--- src/rtl/core/bsa_pkg.sv ---
// Shared types and constants for the bit set allocator.
`default_nettype none

package bsa_pkg;

    localparam int MAX_BITS_DEF  = 1024;
    localparam int WORD_BITS_DEF = 32;

    localparam int ACTIVE_W  = 11;
    localparam int IDX_W     = 10;
    localparam int LEN_W     = 11;
    localparam int OPCODE_W  = 3;

    localparam logic [ACTIVE_W-1:0] ACTIVE_RESET = 11'd1024;

    typedef enum logic [OPCODE_W-1:0] {
        OP_TEST_SET   = 3'd0,
        OP_TEST_CLEAR = 3'd1,
        OP_ALLOCATE   = 3'd2,
        OP_FIND_SET   = 3'd3,
        OP_SET_PREFIX = 3'd4,
        OP_CLEAR_ALL  = 3'd5
    } t_opcode;

    typedef struct packed {
        logic [OPCODE_W-1:0] opcode;
        logic [IDX_W-1:0]    bit_index;
        logic [LEN_W-1:0]    prefix_length;
    } t_in_item;

    typedef struct packed {
        logic             was_set;
        logic             found;
        logic [IDX_W-1:0] found_index;
        logic             index_error;
    } t_out_item;

endpackage

`default_nettype wire

--- src/rtl/core/bit_set_allocator.sv ---
// Bit set allocator: test/set/clear, allocate lowest zero, find lowest one, prefix load.
//
//  channel | direction | handshake                    | payload
//  --------+-----------+------------------------------+------------------------
//  in      | input     | i_in_valid / o_in_ready      | i_in_item  (t_in_item)
//  out     | output    | o_out_valid / i_out_ready    | o_out_item (t_out_item)
//  cfg     | input     | i_cfg_we (no wait)           | i_cfg_wdata (active_bits)
//
// One item at a time; a sequencer walks the word memory one word per cycle.
// test_set/test_clear scan up to the word holding the bit; a range error or unused code
// goes straight to the result. allocate/find_first_set scan until a hit or the limit.
// set_prefix/clear_all sweep every word of the store, one word written per cycle.
// After reset a clearing pass over every word runs with o_in_ready low.
// A result still held in the output register stalls the next item in S_FINISH.
`default_nettype none

module bit_set_allocator
    import bsa_pkg::*;
#(
    parameter int MAX_BITS  = MAX_BITS_DEF,
    parameter int WORD_BITS = WORD_BITS_DEF
) (
    input  wire logic                i_clk,
    input  wire logic                i_rst_n,
    // item input
    input  wire logic                i_in_valid,
    output logic                     o_in_ready,
    input  wire t_in_item            i_in_item,
    // result output
    output logic                     o_out_valid,
    input  wire logic                i_out_ready,
    output t_out_item                o_out_item,
    // active_bits register
    input  wire logic                i_cfg_we,
    input  wire logic [ACTIVE_W-1:0] i_cfg_wdata
);

    // Store geometry
    localparam int STORE_WORDS = (MAX_BITS + WORD_BITS - 1) / WORD_BITS;
    localparam int STORE_BITS  = STORE_WORDS * WORD_BITS;
    localparam int AW          = (STORE_WORDS > 1) ? $clog2(STORE_WORDS) : 1;
    localparam int OFF_W       = $clog2(WORD_BITS);
    localparam int CNT_W       = $clog2(STORE_BITS + 1);
    // bit-count width: covers the store, active_bits and prefix_length
    localparam int W           = (CNT_W > ACTIVE_W) ? CNT_W : ACTIVE_W;

    localparam logic [W-1:0]  MAX_LIM   = W'(MAX_BITS);
    localparam logic [W-1:0]  WORD_STEP = W'(WORD_BITS);
    localparam logic [AW-1:0] LAST_WORD = AW'(STORE_WORDS - 1);

    typedef enum logic [1:0] {
        S_IDLE,
        S_SCAN,
        S_SWEEP,
        S_FINISH
    } t_state;

    // ones in every bit position j with base + j < lim
    function automatic logic [WORD_BITS-1:0] low_mask(input logic [W-1:0] lim,
                                                     input logic [W-1:0] base);
        logic [W-1:0]         d;
        logic [WORD_BITS-1:0] m;
        d = (lim > base) ? (lim - base) : '0;
        for (int j = 0; j < WORD_BITS; j++) begin
            m[j] = (W'(j) < d);
        end
        return m;
    endfunction

    // position of the lowest set bit (0 when none)
    function automatic logic [OFF_W-1:0] lowest(input logic [WORD_BITS-1:0] m);
        logic [OFF_W-1:0] pos;
        pos = '0;
        for (int j = WORD_BITS - 1; j >= 0; j--) begin
            if (m[j]) begin
                pos = OFF_W'(j);
            end
        end
        return pos;
    endfunction

    // ---------------------------------------------------------------
    // Control and payload registers
    // ---------------------------------------------------------------
    t_state               r_state,    n_state;
    logic                 r_init,     n_init;       // reset clearing pass running
    logic [OPCODE_W-1:0]  r_op,       n_op;
    logic [IDX_W-1:0]     r_idx,      n_idx;
    logic [W-1:0]         r_lim,      n_lim;        // effective active_bits
    logic [W-1:0]         r_plen,     n_plen;       // clamped prefix length
    logic [AW-1:0]        r_word,     n_word;       // read / sweep address
    logic [W-1:0]         r_base,     n_base;       // first bit index of r_word
    logic                 r_rd_vld,   n_rd_vld;     // r_rdata holds a scanned word
    logic [AW-1:0]        r_rd_word;
    logic [W-1:0]         r_rd_base;
    t_out_item            r_res,      n_res;
    logic                 r_out_valid, n_out_valid;
    t_out_item            r_out_item, n_out_item;
    logic [ACTIVE_W-1:0]  r_active,   n_active;

    // Word memory
    logic [WORD_BITS-1:0] r_mem [STORE_WORDS];
    logic [WORD_BITS-1:0] r_rdata;
    logic                 mem_we;
    logic [AW-1:0]        mem_waddr;
    logic [WORD_BITS-1:0] mem_wdata;

    always_ff @(posedge i_clk) begin
        if (mem_we) begin
            r_mem[mem_waddr] <= mem_wdata;
        end
        r_rdata <= r_mem[r_word];
    end

    // ---------------------------------------------------------------
    // Scan unit: one stored word per cycle
    // ---------------------------------------------------------------
    logic [W-1:0]         lim_now;
    logic                 word_last;
    logic [W-1:0]         rd_end;
    logic [WORD_BITS-1:0] cand;
    logic                 hit_any;
    logic [OFF_W-1:0]     hit_pos;
    logic                 test_hit;
    logic [OFF_W-1:0]     test_off;
    logic                 accept;

    assign lim_now   = (W'(r_active) > MAX_LIM) ? MAX_LIM : W'(r_active);
    assign word_last = (r_word == LAST_WORD);
    assign rd_end    = r_rd_base + WORD_STEP;
    // find_first_set looks for ones, allocate for zeros
    assign cand      = ((r_op == OP_FIND_SET) ? r_rdata : ~r_rdata)
                       & low_mask(r_lim, r_rd_base);
    assign hit_any   = |cand;
    assign hit_pos   = lowest(cand);
    assign test_hit  = (W'(r_idx) < rd_end);
    assign test_off  = OFF_W'(W'(r_idx) - r_rd_base);

    assign o_in_ready  = (r_state == S_IDLE);
    assign accept      = i_in_valid && o_in_ready;
    assign o_out_valid = r_out_valid;
    assign o_out_item  = r_out_item;

    always_comb begin
        n_state     = r_state;
        n_init      = r_init;
        n_op        = r_op;
        n_idx       = r_idx;
        n_lim       = r_lim;
        n_plen      = r_plen;
        n_word      = r_word;
        n_base      = r_base;
        n_rd_vld    = r_rd_vld;
        n_res       = r_res;
        n_out_valid = r_out_valid;
        n_out_item  = r_out_item;
        n_active    = i_cfg_we ? i_cfg_wdata : r_active;
        mem_we      = 1'b0;
        mem_waddr   = r_rd_word;
        mem_wdata   = r_rdata;

        if (r_out_valid && i_out_ready) begin
            n_out_valid = 1'b0;
        end

        unique case (r_state)
            S_IDLE: begin
                if (accept) begin
                    n_op     = i_in_item.opcode;
                    n_idx    = i_in_item.bit_index;
                    n_lim    = lim_now;
                    n_word   = '0;
                    n_base   = '0;
                    n_rd_vld = 1'b0;
                    n_res    = '0;
                    n_plen   = '0;
                    unique case (t_opcode'(i_in_item.opcode)) inside
                        OP_TEST_SET, OP_TEST_CLEAR: begin
                            if (W'(i_in_item.bit_index) >= lim_now) begin
                                n_res.index_error = 1'b1;
                                n_state           = S_FINISH;
                            end else begin
                                n_state = S_SCAN;
                            end
                        end
                        OP_ALLOCATE, OP_FIND_SET: begin
                            n_state = S_SCAN;
                        end
                        OP_SET_PREFIX: begin
                            n_plen  = (W'(i_in_item.prefix_length) > lim_now)
                                      ? lim_now : W'(i_in_item.prefix_length);
                            n_state = S_SWEEP;
                        end
                        OP_CLEAR_ALL: begin
                            n_state = S_SWEEP;
                        end
                        default: begin
                            n_state = S_FINISH;
                        end
                    endcase
                end
            end

            S_SCAN: begin
                // issue the next read while the previous word is evaluated
                n_rd_vld = 1'b1;
                if (!word_last) begin
                    n_word = r_word + AW'(1);
                    n_base = r_base + WORD_STEP;
                end
                if (r_rd_vld) begin
                    if (r_op == OP_TEST_SET || r_op == OP_TEST_CLEAR) begin
                        if (test_hit) begin
                            n_res.was_set       = r_rdata[test_off];
                            mem_we              = 1'b1;
                            mem_wdata[test_off] = (r_op == OP_TEST_SET);
                            n_state             = S_FINISH;
                        end
                    end else if (hit_any) begin
                        n_res.found       = 1'b1;
                        n_res.found_index = IDX_W'(r_rd_base + W'(hit_pos));
                        if (r_op == OP_ALLOCATE) begin
                            mem_we             = 1'b1;
                            mem_wdata[hit_pos] = 1'b1;
                        end
                        n_state = S_FINISH;
                    end else if (rd_end >= r_lim || r_rd_word == LAST_WORD) begin
                        n_state = S_FINISH;
                    end
                end
            end

            S_SWEEP: begin
                mem_we    = 1'b1;
                mem_waddr = r_word;
                mem_wdata = low_mask(r_plen, r_base);
                if (word_last) begin
                    if (r_init) begin
                        n_init  = 1'b0;
                        n_state = S_IDLE;
                    end else begin
                        n_state = S_FINISH;
                    end
                end else begin
                    n_word = r_word + AW'(1);
                    n_base = r_base + WORD_STEP;
                end
            end

            S_FINISH: begin
                if (!r_out_valid || i_out_ready) begin
                    n_out_valid = 1'b1;
                    n_out_item  = r_res;
                    n_state     = S_IDLE;
                end
            end

            default: begin
                n_state = S_IDLE;
            end
        endcase
    end

    always_ff @(posedge i_clk) begin
        if (!i_rst_n) begin
            r_state     <= S_SWEEP;
            r_init      <= 1'b1;
            r_word      <= '0;
            r_base      <= '0;
            r_plen      <= '0;
            r_rd_vld    <= 1'b0;
            r_out_valid <= 1'b0;
            r_active    <= ACTIVE_RESET;
        end else begin
            r_state     <= n_state;
            r_init      <= n_init;
            r_word      <= n_word;
            r_base      <= n_base;
            r_plen      <= n_plen;
            r_rd_vld    <= n_rd_vld;
            r_out_valid <= n_out_valid;
            r_active    <= n_active;
        end
        r_op       <= n_op;
        r_idx      <= n_idx;
        r_lim      <= n_lim;
        r_res      <= n_res;
        r_out_item <= n_out_item;
        r_rd_word  <= r_word;
        r_rd_base  <= r_base;
    end

    // ---------------------------------------------------------------
    // Assertions
    // ---------------------------------------------------------------
    a_one_item: assert property (@(posedge i_clk) disable iff (!i_rst_n)
        accept |=> !o_in_ready)
        else $error("item accepted while another is in work");

    a_no_out_in_init: assert property (@(posedge i_clk) disable iff (!i_rst_n)
        r_init |-> !o_out_valid)
        else $error("result produced during clearing pass");

    a_found_no_error: assert property (@(posedge i_clk) disable iff (!i_rst_n)
        o_out_valid |-> !(o_out_item.found && o_out_item.index_error))
        else $error("found and index_error both set");

    a_index_zero: assert property (@(posedge i_clk) disable iff (!i_rst_n)
        (o_out_valid && !o_out_item.found) |-> (o_out_item.found_index == '0))
        else $error("found_index nonzero without a find");

    a_write_in_range: assert property (@(posedge i_clk) disable iff (!i_rst_n)
        (mem_we && r_state == S_SCAN) |-> r_rd_vld)
        else $error("scan write-back without a scanned word");

endmodule

`default_nettype wire

--- config.mk ---
export PLATFORM = sky130hd
export DESIGN_NAME = bit_set_allocator
export DESIGN_NICKNAME = d
export VERILOG_FILES = /design/src/rtl/core/bsa_pkg.sv /design/src/rtl/core/bit_set_allocator.sv
export SDC_FILE = /design/constraint.sdc
export NUM_CORES = 1
export LEC_CHECK = 0
export BUFFER_PORTS_ARGS = -buffer_cell sky130_fd_sc_hd__buf_2
export CORE_MARGIN = 8
export CORE_UTILIZATION = 50
export DETAILED_ROUTE_END_ITERATION = 6
export MAX_ROUTING_LAYER = met4
export PLACE_DENSITY = 0.68
export SLEW_MARGIN = 15
export SYNTH_ARGS = -nofsm -noshare
export SYNTH_HDL_FRONTEND = slang
export SYNTH_SLANG_ARGS = --single-unit
--- constraint.sdc ---
create_clock -name i_clk -period 6.6 [get_ports i_clk]
set_input_delay 0.33 -clock i_clk [delete_from_list [all_inputs] [get_ports i_clk]]
set_output_delay 0.33 -clock i_clk [all_outputs]
set_load 0.02 [all_outputs]
; Yosys cells after proc, flatten, opt, wreduce, memory -nomap -nowiden
; Memories as Yosys holds them, arrays and structs flattened. A register that Yosys moved wholly into a read port is not among the register bits.
; Index checks and enable logic that the tools add are counted.
[word_totals]
memories = 1
mem_bits_rw = 1024
elab_cells = 249
ff_bits = 109
[op_classes]
n_lt_le_gt_ge = 75
addsub = 7
muxes = 92
n_bitwise = 3
n_reduce_logical = 26
n_eq_ne = 24
[memory_table]
columns = memory, words, width, read_ports, rd_ports_with_merged_regs, write_ports, line
row1 = r_mem, 32, 32, 1, 1, 1, bit_set_allocator.sv:102  ; logic [WORD_BITS-1:0] r_mem [STORE_WORDS];
[op_table]
columns = op, count
row1 = $lt 5x11->1 const A, 32
row2 = $mux 32, 6
row3 = $lt 4x11->1 const A, 16
row4 = $mux 5, 35
row5 = $mux 11, 9
row6 = $lt 3x11->1 const A, 8
row7 = $pmux 32 s2, 1
row8 = $lt 1x11->1 const A, 4
row9 = $lt 2x11->1 const A, 4
row10 = $gt 11x11->1, 3
row11 = $and 32x32->32, 1
row12 = $bwmux 32, 1
row13 = $not 32->32, 1
row14 = $or 32x32->32, 1
row15 = $reduce_or 32->1, 1
row16 = $pmux 12 s2, 1
row17 = $add 11x6->11 const B, 2
row18 = $pmux 11 s2, 1
row19 = $sub 11x11->11, 2
row20 = $mux 2, 10
row21 = $mux 1, 18
row22 = $ne 2x2->1 const B, 8
row23 = $mux 13, 1
row24 = $eq 3x2->1 const B, 4
row25 = other kinds (35), 57

; Longest topological paths before layout
; Gate-level depths: netlist of run 1.
[logic_depth]
ltp_word = 46
ltp_mapped = 16
mapped_depth_nobuf = 15

; Worst setup path before layout of run 1
; Ideal clock, no wire load.
[synth_timing]
path_kind = flip-flop to flip-flop
startpoint = register r_rd_base[5]
endpoint = memory r_mem[17][0] (netlist name), enable pin
required_ns = 6.098
period_less_slack_ns = 6.801
path_slack_ns = -0.201
path_stages_with_launch = 16
t_arrival_ns = 6.298
n_path_buf = 2
path_cell_list = dfxtp_1 inv_1 ha_1 nor3b_1 o31ai_1 o31ai_1 nor2_1 clkbuf_1 clkbuf_1 o21ai_0 o221ai_1 a22oi_2 a31o_2 a21oi_1 a21oi_2 nor4_1
[synth_between]
elab_chain_len = 11
word_cells_on_any_way = 46
[synth_rtl]
columns = item, line
row1 = start: declaration, bit_set_allocator.sv:95  ; logic [W-1:0] r_rd_base;
row2 = start signal: assignment, bit_set_allocator.sv:290  ; r_rd_base <= r_base;
row3 = $sub 11x11->11 / $gt 11x11->1 (equally long branches), bit_set_allocator.sv:63  ; d = (lim > base) ? (lim - base) : '0;
row4 = $mux 11, bit_set_allocator.sv:63
row5 = $lt 1x11->1 (tied with other cells), bit_set_allocator.sv:65  ; m[j] = (W'(j) < d);
row6 = $and 32x32->32, bit_set_allocator.sv:133  ; & low_mask(r_lim, r_rd_base);
row7 = $reduce_or 32->1, bit_set_allocator.sv:134  ; assign hit_any = |cand;
row8 = $mux 1, bit_set_allocator.sv:219  ; end else if (hit_any) begin
row9 = $mux 1 *, bit_set_allocator.sv:212  ; if (r_op == OP_TEST_SET || r_op == OP_TEST_CLEAR) begin
row10 = $mux 1 *, bit_set_allocator.sv:211  ; if (r_rd_vld) begin
row11 = $pmux 1 s2 *, bit_set_allocator.sv:166  ; unique case (r_state)
row12 = $mux 1 *, bit_set_allocator.sv:109  ; if (mem_we) begin
row13 = $mux 1 (not written as such) *, bit_set_allocator.sv:110  ; r_mem[mem_waddr] <= mem_wdata;
row14 = end: declaration, bit_set_allocator.sv:102
; Mark *: on every way between the ends. The rest lies on a longest branch, timed or not.

; Worst setup path after layout of run 1
[layout_timing]
startpoint = register r_rd_base[5]
endpoint = memory r_mem[24][9] (netlist name), data pin
[layout_between]
elab_chain_len = 46
word_cells_on_any_way = 83
[layout_rtl]
columns = item, line
row1 = $sub 11x11->11 / $gt 11x11->1 (equally long branches), bit_set_allocator.sv:63
row2 = $mux 11, bit_set_allocator.sv:63
row3 = $lt 5x11->1, bit_set_allocator.sv:65
row4 = $and 32x32->32, bit_set_allocator.sv:133
row5 = $mux 5 (32 in a row), bit_set_allocator.sv:75  ; if (m[j]) begin
row6 = $lt 5x6->1 (not written as such) / $ge 5x1->1 (equally long branches), bit_set_allocator.sv:224  ; mem_wdata[hit_pos] = 1'b1;
row7 = $logic_and 1x1->1 (not written as such), bit_set_allocator.sv:224
row8 = $mux 1 (not written as such), bit_set_allocator.sv:224
row9 = $demux 1 s5, bit_set_allocator.sv:224
row10 = $or 32x32->32 (no line), -
row11 = $mux 32, bit_set_allocator.sv:222  ; if (r_op == OP_ALLOCATE) begin
row12 = $mux 32, bit_set_allocator.sv:219
row13 = $mux 32 *, bit_set_allocator.sv:212
row14 = $mux 32 *, bit_set_allocator.sv:211
row15 = $pmux 32 s2 *, bit_set_allocator.sv:166
row16 = named net mem_wdata[9], bit_set_allocator.sv:106  ; logic [WORD_BITS-1:0] mem_wdata;
; Mark *: on every way through the listed nets, which the timed path passes. The rest lies on a longest branch.

==> results.md, run 1 <==
- Max Slew Vio Count: 0
- GRT Overall Usage: 0.2542
- Hold Fails Final Rpt: 0
- Min cycle time layout: 6076 ps
- I/O Pins: 55
- Syn_area_per_cell: 17.19 µm²
- Setup violators final: 0
- Gr ovfl total: 0
- Gpl congestion: 1.018
- Register area share after synthesis: 0.6812
- Crit path from: r_rd_base[5]$_DFF_P_
- CP Capture Type: flip-flop
- First-pass GRT wire length: 202600 µm
- GR Layer Usage met2: 0.3928
- Buffers on Ports: 54
- Die Ht: 331.4 µm
- Drc violations: 0
- Period utilization: 0.9206
- Mapped Cells: 2892
- GRT met3 Usage: 0.04227
- 1st-pass router iterations: 5
- Synth Cell Area: 49720 µm²
- Vias in the first global route: 28815
- RSZ-0062 raised after global routing: false
- Gates resized, CTS repair: 0
- CTS Buf Count: 113
- Lkg Pwr: 18.31 nW
- Slew @ Worst Pin: 1122 ps
- RR Startpoint: r_rd_base[5]$_DFF_P_
- Drt wl/cell: 31.18 µm
- Clock Path Buffers: 3
- YS warnings: 0
- Synth Flop Type: edfxtp_1
- TritonCTS clock tree: built
- Pre-CTS WS: 611.7 ps
- Power Density: 477.9 nW/µm²
- Share of Yosys cell area claimed by the top area cell type: 0.6486
- Ys async rst share: 0
- Antenna Nets Post-Route: 0
- Dpl hpwl: 91120 µm
- # Max-Cap Violations: 0
- GRT met1 Usage: 0.3468
- Worst Setup Path Type: flip-flop to flip-flop
- Initial DRC count: 3645
- Die Width: 331.4 µm
- Peak VDD IR: 323.5 µV
- Leading area contributor after synthesis: edfxtp_1
- Finished layout cell area: 56770 µm²
- Die footprint: 109800 µm²
- Rel. slew slack: 0.2480
- Growth of design area from synthesis to finish: 14.18%
- PnR worst setup slack: 523.9 ps
- Core Area: 98420 µm²
- Outcome: finished, final reports clean
- Clk sink count: 1155
- Share of layout cells above drive strength 1: 0.2625
- H-tree depth: 3
- Worst Skew: 29.56 ps
- FF+latch count, synth: 1155
- Crit Path Max Fanout: 32
- Post-synth EDFFs: 1074
- Root Buffer: clkbuf_16
- Via Count: 28903
- Initial antenna violation count: 6
- Drt total wl: 138400 µm
- Global route hottest layer: met2
- Nets: 3151
- Top cells by area, synth: edfxtp_1, mux4_2, dfxtp_1, ha_1, o21ai_0
- Worst-Skew Late Latency: 700 ps
- Post-DP Area: 52400 µm²
- Yosys cell types: 88
- Startpoint types: flip-flop
- CTS clk-pin slew, worst paths: 60 ps
- Cell Rows: 115
- Pin count of the biggest net entering global routing: 135
- Hold Path Class: input pin to flip-flop
- Pwr Total: 27.13 mW
- Worst path arrival time: 6510 ps
- Hold path startpoint: i_in_item[4]
- Peak Freq: 0.1646 GHz
- Worst EP required: 7040 ps
- Via density: 6.510
- Initial Util: 0.5052
==> where the power goes <==
part / switching [mW] / leakage, nW / internal, mW
Clock: 2.76 / 1.95 / 4.02
Combinational: 5.97 / 5.82 / 3.08
Sequential: 0.680 / 10.5 / 10.6
Total: 9.41 / 18.3 / 17.7
==> flip-flops by register name, indices dropped and copies added, names as in the netlist <==
register / flops
o_out_item: 13
o_out_valid: 1
r_active: 11
r_base: 6
r_idx: 10
r_init: 1
r_lim: 11
r_mem: 1024
r_op: 3
r_plen: 11
r_rd_base: 6
r_rd_vld: 1
r_rd_word: 5
r_rdata: 32
r_res: 13
r_state: 2
r_word: 5
==> synthesized netlist by cell type (13+ instances only) <==
cell	count
a211oi_1	17
a21oi_1	85
a221oi_1	13
a31oi_1	30
and2_1	20
and3_1	20
buf_1	30
clkbuf_1	141
dfxtp_1	81
edfxtp_1	1074
ha_1	57
inv_1	73
mux2_2	35
mux2i_1	26
mux4_2	329
nand2_1	148
nand2b_1	22
nand3_1	61
nand4_1	13
nor2_1	98
nor2b_1	29
nor3_1	59
o211ai_1	16
o21a_1	22
o21ai_0	112
o31ai_1	20
or3_1	22
xnor2_1	36
==> area by class of cell <==
cell class	instances	area (µm²)
antenna	3	7.507
clock buffer	136	3124
clock inverter	75	864.6
fill	7262	41640
inverter	74	277.8
multi-input combinational	1486	15310
sequential	1155	33890
tap	1287	1610
timing repair buffer	224	1694
==> metal layers <==
metal  part of all wire  vias to the layer above
met5                  0                        -
met4              0.036                        0
met3              0.085                      253
met2               0.47                     1524
met1               0.41                    15038
li1                   -                    12088
==> path summary, 6_finish.rpt <==
path / to / slack [ps] / cells past startpoint
setup / recovery: r_mem[24][9]$_DFFE_PP_ / 520 / 14
hold / removal: r_plen[4]$_SDFFE_PN0P_ / 60 / 3
setup reg to reg: r_mem[24][9]$_DFFE_PP_ / 520 / 14
hold reg to reg: r_rd_base[10]$_DFF_P_ / 350 / 0
==> stage by stage <==
| stage | TNS [ps] | hold WS (ps) | utilization | cells |
|---|---|---|---|---|
| 2_1_floorplan | -49410 | 329.0 | - | 2895 |
| 3_3_place_gp | 0 | 343.5 | 0.5321 | 4189 |
| 3_5_place_dp | 0 | 342.7 | 0.5324 | 4190 |
| 4_1_cts | 0 | 0.9788 | 0.5766 | 4437 |
| 5_1_grt | 0 | 37.55 | 0.5769 | 4440 |
| 6_report | 0 | 61.69 | 0.5769 | 4440 |
==> repair_timing <==
item / 4_1_cts / 5_1_grt
buffers inserted: 0 / 0
hold endpoints to repair: 37 / 0
hold buffers: 36 / 0
==> cells in the final DEF, fill, tap and decap left out, types with 22 or more instances in the layout <==
| cell | n |
|---|---|
| ha_1 | 57 |
| o21a_1 | 22 |
| a31oi_1 | 24 |
| nor3_1 | 38 |
| buf_4 | 130 |
| mux4_2 | 329 |
| a21oi_1 | 75 |
| o21ai_0 | 105 |
| or3_1 | 22 |
| buf_2 | 54 |
| nand2b_1 | 22 |
| dfxtp_1 | 76 |
| dlygate4sd3_1 | 36 |
| xnor2_1 | 36 |
| nand2_1 | 148 |
| mux2i_1 | 26 |
| nand3_1 | 61 |
| mux2_2 | 35 |
| nor2_1 | 92 |
| clkbuf_16 | 121 |
| inv_1 | 73 |
| nor2b_1 | 28 |
| edfxtp_1 | 1074 |
==> cells by family after synthesis <==
family          share of synthesized area
mux                                0.1622
fa+ha+maj                         0.01434
buf+inv                           0.01940
compound gates                    0.05901
flops                              0.6812
simple gates                      0.05614
other cells                     0.0001510
xor+xnor                         0.007574
==> critical path, stage by stage, from the launching register on <==
cell,delay [ps]
dfxtp_1,420
inv_1,90
ha_1,380
nor3b_1,180
o31ai_1,580
xnor2_1,240
and2_1,660
nand3_1,360
o311a_1,460
nand2_1,80
a21boi_0,770
nor2_2,380
or3_1,520
o211ai_1,250
buf_4,400
No activity file was read; power rests on OpenSTA's default activity.
==> run 2, diff against run 1 <==
CORE_MARGIN = 4   (was 8)
clock period = 5.04 ns   (was 6.6 ns; I/O delays follow)
==> run 2 against run 1 <==
- cell area is 4.4% higher
- first-iteration DRC count decreased by 4.2%
- via count rose by 2.4%
- final cell count is 3.1% higher
- hold slack got worse by 5.2 ps
- die area is 4.8% lower
- power is 35% higher
- global-route usage up 3.4 points
- clock power up 29%
- combinational power up 45%
- non-clock buffer count is 139 higher
- highest routed layer unchanged
==> results.md, run 2 (synthesized netlist as in run 1, its figures left out) <==
- Most flops, register: r_mem (unchanged)
- Filler cells: 7003 (was 7262)
- Period utilization: 0.9664 (was 0.9206)
- Max Slew Vio Count: 0 (unchanged)
- RR Endpoint: r_mem[0][28]$_DFFE_PP_ (was r_mem[24][9]$_DFFE_PP_)
- TritonCTS clock tree: built (unchanged)
- CP Capture Type: flip-flop (unchanged)
- Slowest stage cell, crit path: o41ai_4 (was a21boi_0)
- Startpoint types: flip-flop (unchanged)
- # Max-Cap Violations: 0 (unchanged)
- Worst-Skew Late Latency: 720 ps (was 700 ps)
- Power Density: 616.3 nW/µm² (was 477.9 nW/µm²)
- FF-to-FF path depth: 13 (was 14)
- Drc violations: 0 (unchanged)
- Via Count: 29601 (was 28903)
- Drt total wl: 144000 µm (was 138400 µm)
- RSZ-0062 raised after global routing: false (unchanged)
- Gpl congestion: 0.9539 (was 1.018)
- Slew @ Worst Pin: 1164 ps (was 1122 ps)
- I/O Pins: 55 (unchanged)
- Crit Path Max Fanout: 32 (unchanged)
- Worst EP required: 5560 ps (was 7040 ps)
- GRT Overall Usage: 0.2879 (was 0.2542)
- CTS clk-pin slew, worst paths: 60 ps (about the same)
- Max incr delay on CP: 580 ps (was 770 ps)
- Clock share of power: 0.239 (was 0.250)
- H-tree depth: 3 (unchanged)
- Cell Rows: 115 (unchanged)
- Seq pwr share: 0.403 (was 0.416)
- Peak VDD IR: 413.0 µV (was 323.5 µV)
- First-pass GRT wire length: 210300 µm (was 202600 µm)
- Worst Skew: 39.74 ps (was 29.56 ps)
- CTS Buf Count: 112 (was 113)
- Dpl hpwl: 93160 µm (was 91120 µm)
- Buffers on Ports: 54 (unchanged)
- Initial Util: 0.5045 (was 0.5052)
- Initial DRC count: 3493 (was 3645)
- Outcome: finished, final reports clean (unchanged)
- Setup crit end: r_mem[0][28]$_DFFE_PP_ (was r_mem[24][9]$_DFFE_PP_)
- Reg2reg setup slack: 170 ps (was 520 ps)
- Final Util: 0.6012 (was 0.5769)
- Clk sink count: 1155 (unchanged)
- Core Area: 98560 µm² (was 98420 µm²)
- Root Buffer: clkbuf_16 (unchanged)
- Nets: 3289 (was 3151)
- Die footprint: 104600 µm² (was 109800 µm²)
- Die Ht: 323.4 µm (was 331.4 µm)
- Lkg Pwr: 19.32 nW (was 18.31 nW)
- Most frequent cells in the layout: edfxtp_1, mux4_2, nand2_1, buf_4, clkbuf_16 (unchanged)
- Initial antenna violation count: 6 (unchanged)
- Commonest non-fill, non-tap cell in the layout: edfxtp_1 (unchanged)
- Rel. slew slack: 0.2243 (was 0.2480)
- Worst Setup Path Type: flip-flop to flip-flop (unchanged)
- Gr ovfl total: 0 (unchanged)
- Worst path arrival time: 5390 ps (was 6510 ps)
- Share of layout cells above drive strength 1: 0.2860 (was 0.2625)
- WHS: 56.47 ps (was 61.69 ps)
- Crit-path cells: ha_2, a211oi_1, o21bai_1, or3_4, a211oi_4, buf_4, a21oi_1, o31ai_1, nand2_1, or2_2, or3_1, o41ai_4, buf_12 (was inv_1, ha_1, nor3b_1, o31ai_1, xnor2_1, and2_1, nand3_1, o311a_1, nand2_1, a21boi_0, nor2_2, or3_1, o211ai_1, buf_4)
- Setup violators final: 0 (unchanged)
- Peak Freq: 0.2053 GHz (was 0.1646 GHz)
- 1st-pass router iterations: 6 (was 5)
- Min cycle time layout: 4870 ps (was 6076 ps)
- Max reg flops: 1024 (unchanged)
- Hold Fails Final Rpt: 0 (unchanged)
- Growth of design area from synthesis to finish: 19.16% (was 14.18%)
- Area occupied by multi-input gates: 15570 µm² (was 15310 µm²)
- Combinational Power Share: 0.358 (was 0.334)
- Via density: 6.465 (was 6.510)
- Crit path from: r_lim[7]$_DFFE_PP_ (was r_rd_base[5]$_DFF_P_)
- Vias in the first global route: 29550 (was 28815)
- Antenna Nets Post-Route: 0 (unchanged)
- Die Width: 323.4 µm (was 331.4 µm)
- Clock Path Buffers: 3 (unchanged)
- Non-Filler Instances: 4579 (was 4440)
- Placed insts: 4296 (was 4190)
- Largest regs: r_mem (1024), r_rdata (32) (unchanged)
- Pint: 24.21 mW (was 17.72 mW)
- Pin count of the biggest net entering global routing: 82 (was 135)
- Seq. cell area: 33890 µm² (about the same)
- Net Sw Frac: 0.3369 (was 0.3470)
- Post-Route Setup TNS: 0 ps (unchanged)
- Hold Path Class: input pin to flip-flop (unchanged)
- Psw: 12.30 mW (was 9.414 mW)
- RR Startpoint: r_lim[7]$_DFFE_PP_ (was r_rd_base[5]$_DFF_P_)
- Drt wl/cell: 31.45 µm (was 31.18 µm)
## run 2: cell types whose count changed in the layout (fill, tap and decap cells not counted), sizes merged
cell,previous run,this run
buf,188,302
dlygate4sd3,36,59
clkbuf,136,146
inv,80,75
clkinv,49,46
clkinvlp,4,5
diode,3,2
## run 2: power groups by stage
| stage | sequential [mW] | clock (mW) | combinational (mW) |
|---|---|---|---|
| 2_1_floorplan | 14.4 | 0 | 7.29 |
| 3_3_place_gp | 14.8 | 0 | 12.6 |
| 3_5_place_dp | 14.9 | 0 | 12.9 |
| 4_1_cts | 14.7 | 8.86 | 13.0 |
| 5_1_grt | 14.8 | 9.30 | 13.9 |
| 6_report | 14.7 | 8.72 | 13.1 |
## run 2: stage by stage
step | power, mW | setup slack (ps) | instance area (µm²)
after floorplan | 21.68 | -270.6 | 50100
after global placement | 27.43 | -33.21 | 54630
after detailed placement | 27.79 | -88.01 | 54630
after CTS | 36.59 | 10.02 | 59100
after global routing | 38.00 | 2.292 | 59250
final | 36.52 | 169.5 | 59250
## run 2: layout make-up
class	instances	share of cell area
Antenna cell	2	0.00008447
Tap cell	1287	0.02718
Inverter	74	0.004688
Clock buffer	144	0.05180
Sequential cell	1155	0.5720
Clock inverter	68	0.01330
Timing Repair Buffer	363	0.06819
Multi-Input combinational cell	1486	0.2628
## run 2: worst min path at each step
stage                             from                     to  slack [ps]  cells after the start
6_report                    i_in_valid  r_rd_vld$_SDFFE_PN0P_          60                      4
5_1_grt                     i_in_valid  r_rd_vld$_SDFFE_PN0P_          90                      4
4_1_cts                     i_in_valid  r_rd_vld$_SDFFE_PN0P_          20                      4
3_5_place_dp   r_base[10]$_SDFFE_PN0P_  r_rd_base[10]$_DFF_P_         390                      0
3_3_place_gp   r_base[10]$_SDFFE_PN0P_  r_rd_base[10]$_DFF_P_         390                      0
2_1_floorplan   r_word[2]$_SDFFE_PN0P_   r_rd_word[2]$_DFF_P_         330                      0
## run 2: routing by layer
metal | up-vias | global-route usage | share of wire
met2 | 1337 | 0.4517 | 0.48
met5 | - | - | 0
met4 | 0 | 0.08745 | 0.034
met3 | 251 | 0.03610 | 0.066
met1 | 15618 | 0.4012 | 0.42
li1 | 12395 | - | -
## run 2: critical path: cells and delay by family, from the launching register on
| family | cells | cell delay [ps] |
|---|---|---|
| compound gates | 6 | 2010 |
| fa+ha+maj | 1 | 350 |
| buf+inv | 2 | 470 |
| flops | 1 | 410 |
| simple gates | 4 | 1430 |
## run 2: what timing repair did
| item | 4_1_cts | 5_1_grt |
|---|---|---|
| resized for setup | 1 | 15 |
| endpoints found under the setup margin | 128 | 1011 |
| hold buffers | 59 | 0 |
| pin swaps | 3 | 6 |
| setup buffers | 2 | 6 |
| hold endpoints to repair | 41 | 0 |
| gates cloned | 0 | 2 |
==> run 3, diff against run 2 <==
CORE_UTILIZATION = 57   (was 50)
PLACE_DENSITY = 0.76   (was 0.68)
==> run 3 against run 2 <==
- flip-flop and latch count unchanged
- final cell count decreased by 3.6%
- power grew 0.17%
- cell area decreased by 0.98%
- sequential share of layout area rose by 0.56 points
- non-clock buffer count shrank 27
- largest cell class unchanged
- largest power group unchanged
==> results.md, run 3 (synthesized netlist as in run 1, its figures left out) <==
- Outcome: finished, final reports clean (unchanged)
- FF-to-FF path depth: 17 (was 13)
- Pin count of the biggest net entering global routing: 95 (was 82)
- Die Width: 303.4 µm (was 323.4 µm)
- TritonCTS clock tree: built (unchanged)
- GRT met3 Usage: 0.05529 (was 0.03610)
- Drt total wl: 151500 µm (was 144000 µm)
- Nets: 3261 (was 3289)
- Peak Freq: 0.2055 GHz (was 0.2053 GHz)
- Growth of design area from synthesis to finish: 18.00% (was 19.16%)
- Max incr delay on CP: 460 ps (was 580 ps)
- Post-DP Area: 54240 µm² (was 54630 µm²)
- Max Slew Vio Count: 0 (unchanged)
- # Max-Cap Violations: 0 (unchanged)
- Most flops, register: r_mem (unchanged)
- Hold Fails Final Rpt: 0 (unchanged)
- Power Density: 623.4 nW/µm² (was 616.3 nW/µm²)
- Pwr Total: 36.58 mW (was 36.52 mW)
- Gpl congestion: 0.9709 (was 0.9539)
- Pint: 24.21 mW (about the same)
- Min cycle time layout: 4866 ps (was 4870 ps)
- CP Buf/Inv Count: 5 (was 2)
- Psw: 12.37 mW (was 12.30 mW)
- PnR worst setup slack: 174.5 ps (was 169.5 ps)
- Reg2reg setup slack: 170 ps (about the same)
- Top Family by Delay on Critical Path: compound AO/OA/AOI/OAI gates (unchanged)
- Commonest non-fill, non-tap cell in the layout: edfxtp_1 (unchanged)
- Period utilization: 0.9654 (was 0.9664)
- Via density: 6.864 (was 6.465)
- Startpoint types: flip-flop (unchanged)
- Clk sink count: 1155 (unchanged)
- Peak VDD IR: 474.7 µV (was 413.0 µV)
- Initial antenna violation count: 0 (was 6)
- Post-Route Setup TNS: 0 ps (unchanged)
- Setup crit end: r_mem[27][23]$_DFFE_PP_ (was r_mem[0][28]$_DFFE_PP_)
- Clock share of power: 0.243 (was 0.239)
- RSZ-0062 raised after global routing: false (unchanged)
- Non-Filler Instances: 4416 (was 4579)
- Crit path from: r_lim[7]$_DFFE_PP_ (unchanged)
- Share of layout cells above drive strength 1: 0.2879 (was 0.2860)
- Via Count: 30310 (was 29601)
- CTS clk-pin slew, worst paths: 60 ps (about the same)
- Hold Path Class: input pin to flip-flop (unchanged)
- First-pass GRT wire length: 220000 µm (was 210300 µm)
- Most frequent cells in the layout: edfxtp_1, mux4_2, buf_4, nand2_1, clkbuf_16 (was edfxtp_1, mux4_2, nand2_1, buf_4, clkbuf_16)
- Largest regs: r_mem (1024), r_rdata (32) (unchanged)
- Net Sw Frac: 0.3382 (was 0.3369)
- Drc violations: 0 (unchanged)
- Setup violators final: 0 (unchanged)
- Final Util: 0.6774 (was 0.6012)
- Worst EP required: 5590 ps (was 5560 ps)
- Crit Path Max Fanout: 32 (unchanged)
- Slowest stage cell, crit path: nor2_1 (was o41ai_4)
- H-tree depth: 3 (unchanged)
- Vias in the first global route: 30366 (was 29550)
- Root Buffer: clkbuf_16 (unchanged)
- Drt wl/cell: 34.31 µm (was 31.45 µm)
- Dpl hpwl: 93180 µm (was 93160 µm)
- Crit-path most repeated cell: buf_4
- RR Endpoint: r_mem[27][23]$_DFFE_PP_ (was r_mem[0][28]$_DFFE_PP_)
- Worst path arrival time: 5420 ps (was 5390 ps)
- Combinational Power Share: 0.348 (was 0.358)
- Placed insts: 4161 (was 4296)
- Cell Rows: 108 (was 115)
- Core Area: 86620 µm² (was 98560 µm²)
- Buffers on Ports: 54 (unchanged)
- Worst Setup Path Type: flip-flop to flip-flop (unchanged)
- Antenna Nets Post-Route: 0 (unchanged)
- Slew @ Worst Pin: 1115 ps (was 1164 ps)
- N_diodes: 0 (was 2)
- Rel. slew slack: 0.2556 (was 0.2243)
- Gr ovfl total: 0 (unchanged)
- Global route hottest layer: met2 (unchanged)
- Worst-Skew Late Latency: 720 ps (about the same)
- 1st-pass router iterations: 6 (unchanged)
- WHS: 45.20 ps (was 56.47 ps)
- I/O Pins: 55 (unchanged)
- CTS Buf Count: 111 (was 112)
- Max reg flops: 1024 (unchanged)
- Clock Path Buffers: 3 (unchanged)
- Finished layout cell area: 58670 µm² (was 59250 µm²)
- Crit-path cells: ha_1, a211oi_1, o21bai_1, or3_1, a211o_1, buf_12, o21ai_1, buf_4, buf_4, o211ai_1, o21ai_0, a21boi_0, nor2_1, buf_4, nand2_1, o31ai_2, buf_12 (was ha_2, a211oi_1, o21bai_1, or3_4, a211oi_4, buf_4, a21oi_1, o31ai_1, nand2_1, or2_2, or3_1, o41ai_4, buf_12)
- Pre-CTS WS: -93.87 ps (was -88.01 ps)
- Initial Util: 0.5741 (was 0.5045)
- GR Layer Usage met2: 0.5495 (was 0.4517)
- GRT met1 Usage: 0.4607 (was 0.4012)
- Die footprint: 92020 µm² (was 104600 µm²)
- Initial DRC count: 4136 (was 3493)
- RR Startpoint: r_lim[7]$_DFFE_PP_ (unchanged)
- GRT Overall Usage: 0.3464 (was 0.2879)
- Seq pwr share: 0.408 (was 0.403)
- Die Ht: 303.4 µm (was 323.4 µm)
- Lkg Pwr: 19.19 nW (was 19.32 nW)
- CP Depth: 17 (was 13)
- Worst Hold Depth: 2 (was 4)
- Worst Skew: 59.26 ps (was 39.74 ps)
- Filler cells: 5327 (was 7003)
- CP Capture Type: flip-flop (unchanged)
-- run 3: power groups by stage --
stage / Sequential [mW] / Clock (mW) / Combinational, mW
CTS: 14.9 / 9.00 / 12.7
global route: 14.9 / 9.46 / 13.5
detailed placement: 15.0 / 0 / 12.3
finish: 14.9 / 8.90 / 12.7
global placement: 15.0 / 0 / 11.9
floorplan: 14.4 / 0 / 7.29
-- run 3: area by class of cell --
type                       instances  area [µm²]  area share
clock buffer                     153        3097     0.05278
clock inverter                    57       829.5     0.01414
inverter                          74       277.8    0.004734
multi-input combinational       1486       15550      0.2651
sequential                      1155       33890      0.5776
tap                             1155        1445     0.02463
timing repair buffer             336        3581     0.06103
-- run 3: worst min-delay path by stage --
stage                                 startpoint                        end  slack [ps]
after global routing                i_in_item[0]     r_plen[0]$_SDFFE_PN0P_          60
after floorplan           r_word[2]$_SDFFE_PN0P_       r_rd_word[2]$_DFF_P_         330
after global placement       r_res[10]$_DFFE_PP_   o_out_item[10]$_DFFE_PP_         410
after detailed placement      r_res[7]$_DFFE_PP_    o_out_item[7]$_DFFE_PP_         410
final                                   i_cfg_we  r_active[10]$_SDFFE_PN1P_          50
after CTS                               i_cfg_we   r_active[1]$_SDFFE_PN0P_          30
-- run 3: layer usage --
metal / vias up / part of all wire
li1: 12311 / -
met1: 15660 / 0.37
met2: 1996 / 0.49
met3: 343 / 0.091
met4: 0 / 0.043
met5: - / 0
-- run 3: timing repair --
| action | CTS | global route |
|---|---|---|
| endpoints found under the setup margin | 200 | 473 |
| hold buffers | 37 | 0 |
| endpoints found under the hold margin | 39 | 0 |
| buffers inserted | 7 | 0 |
| gates resized for setup | 2 | 10 |
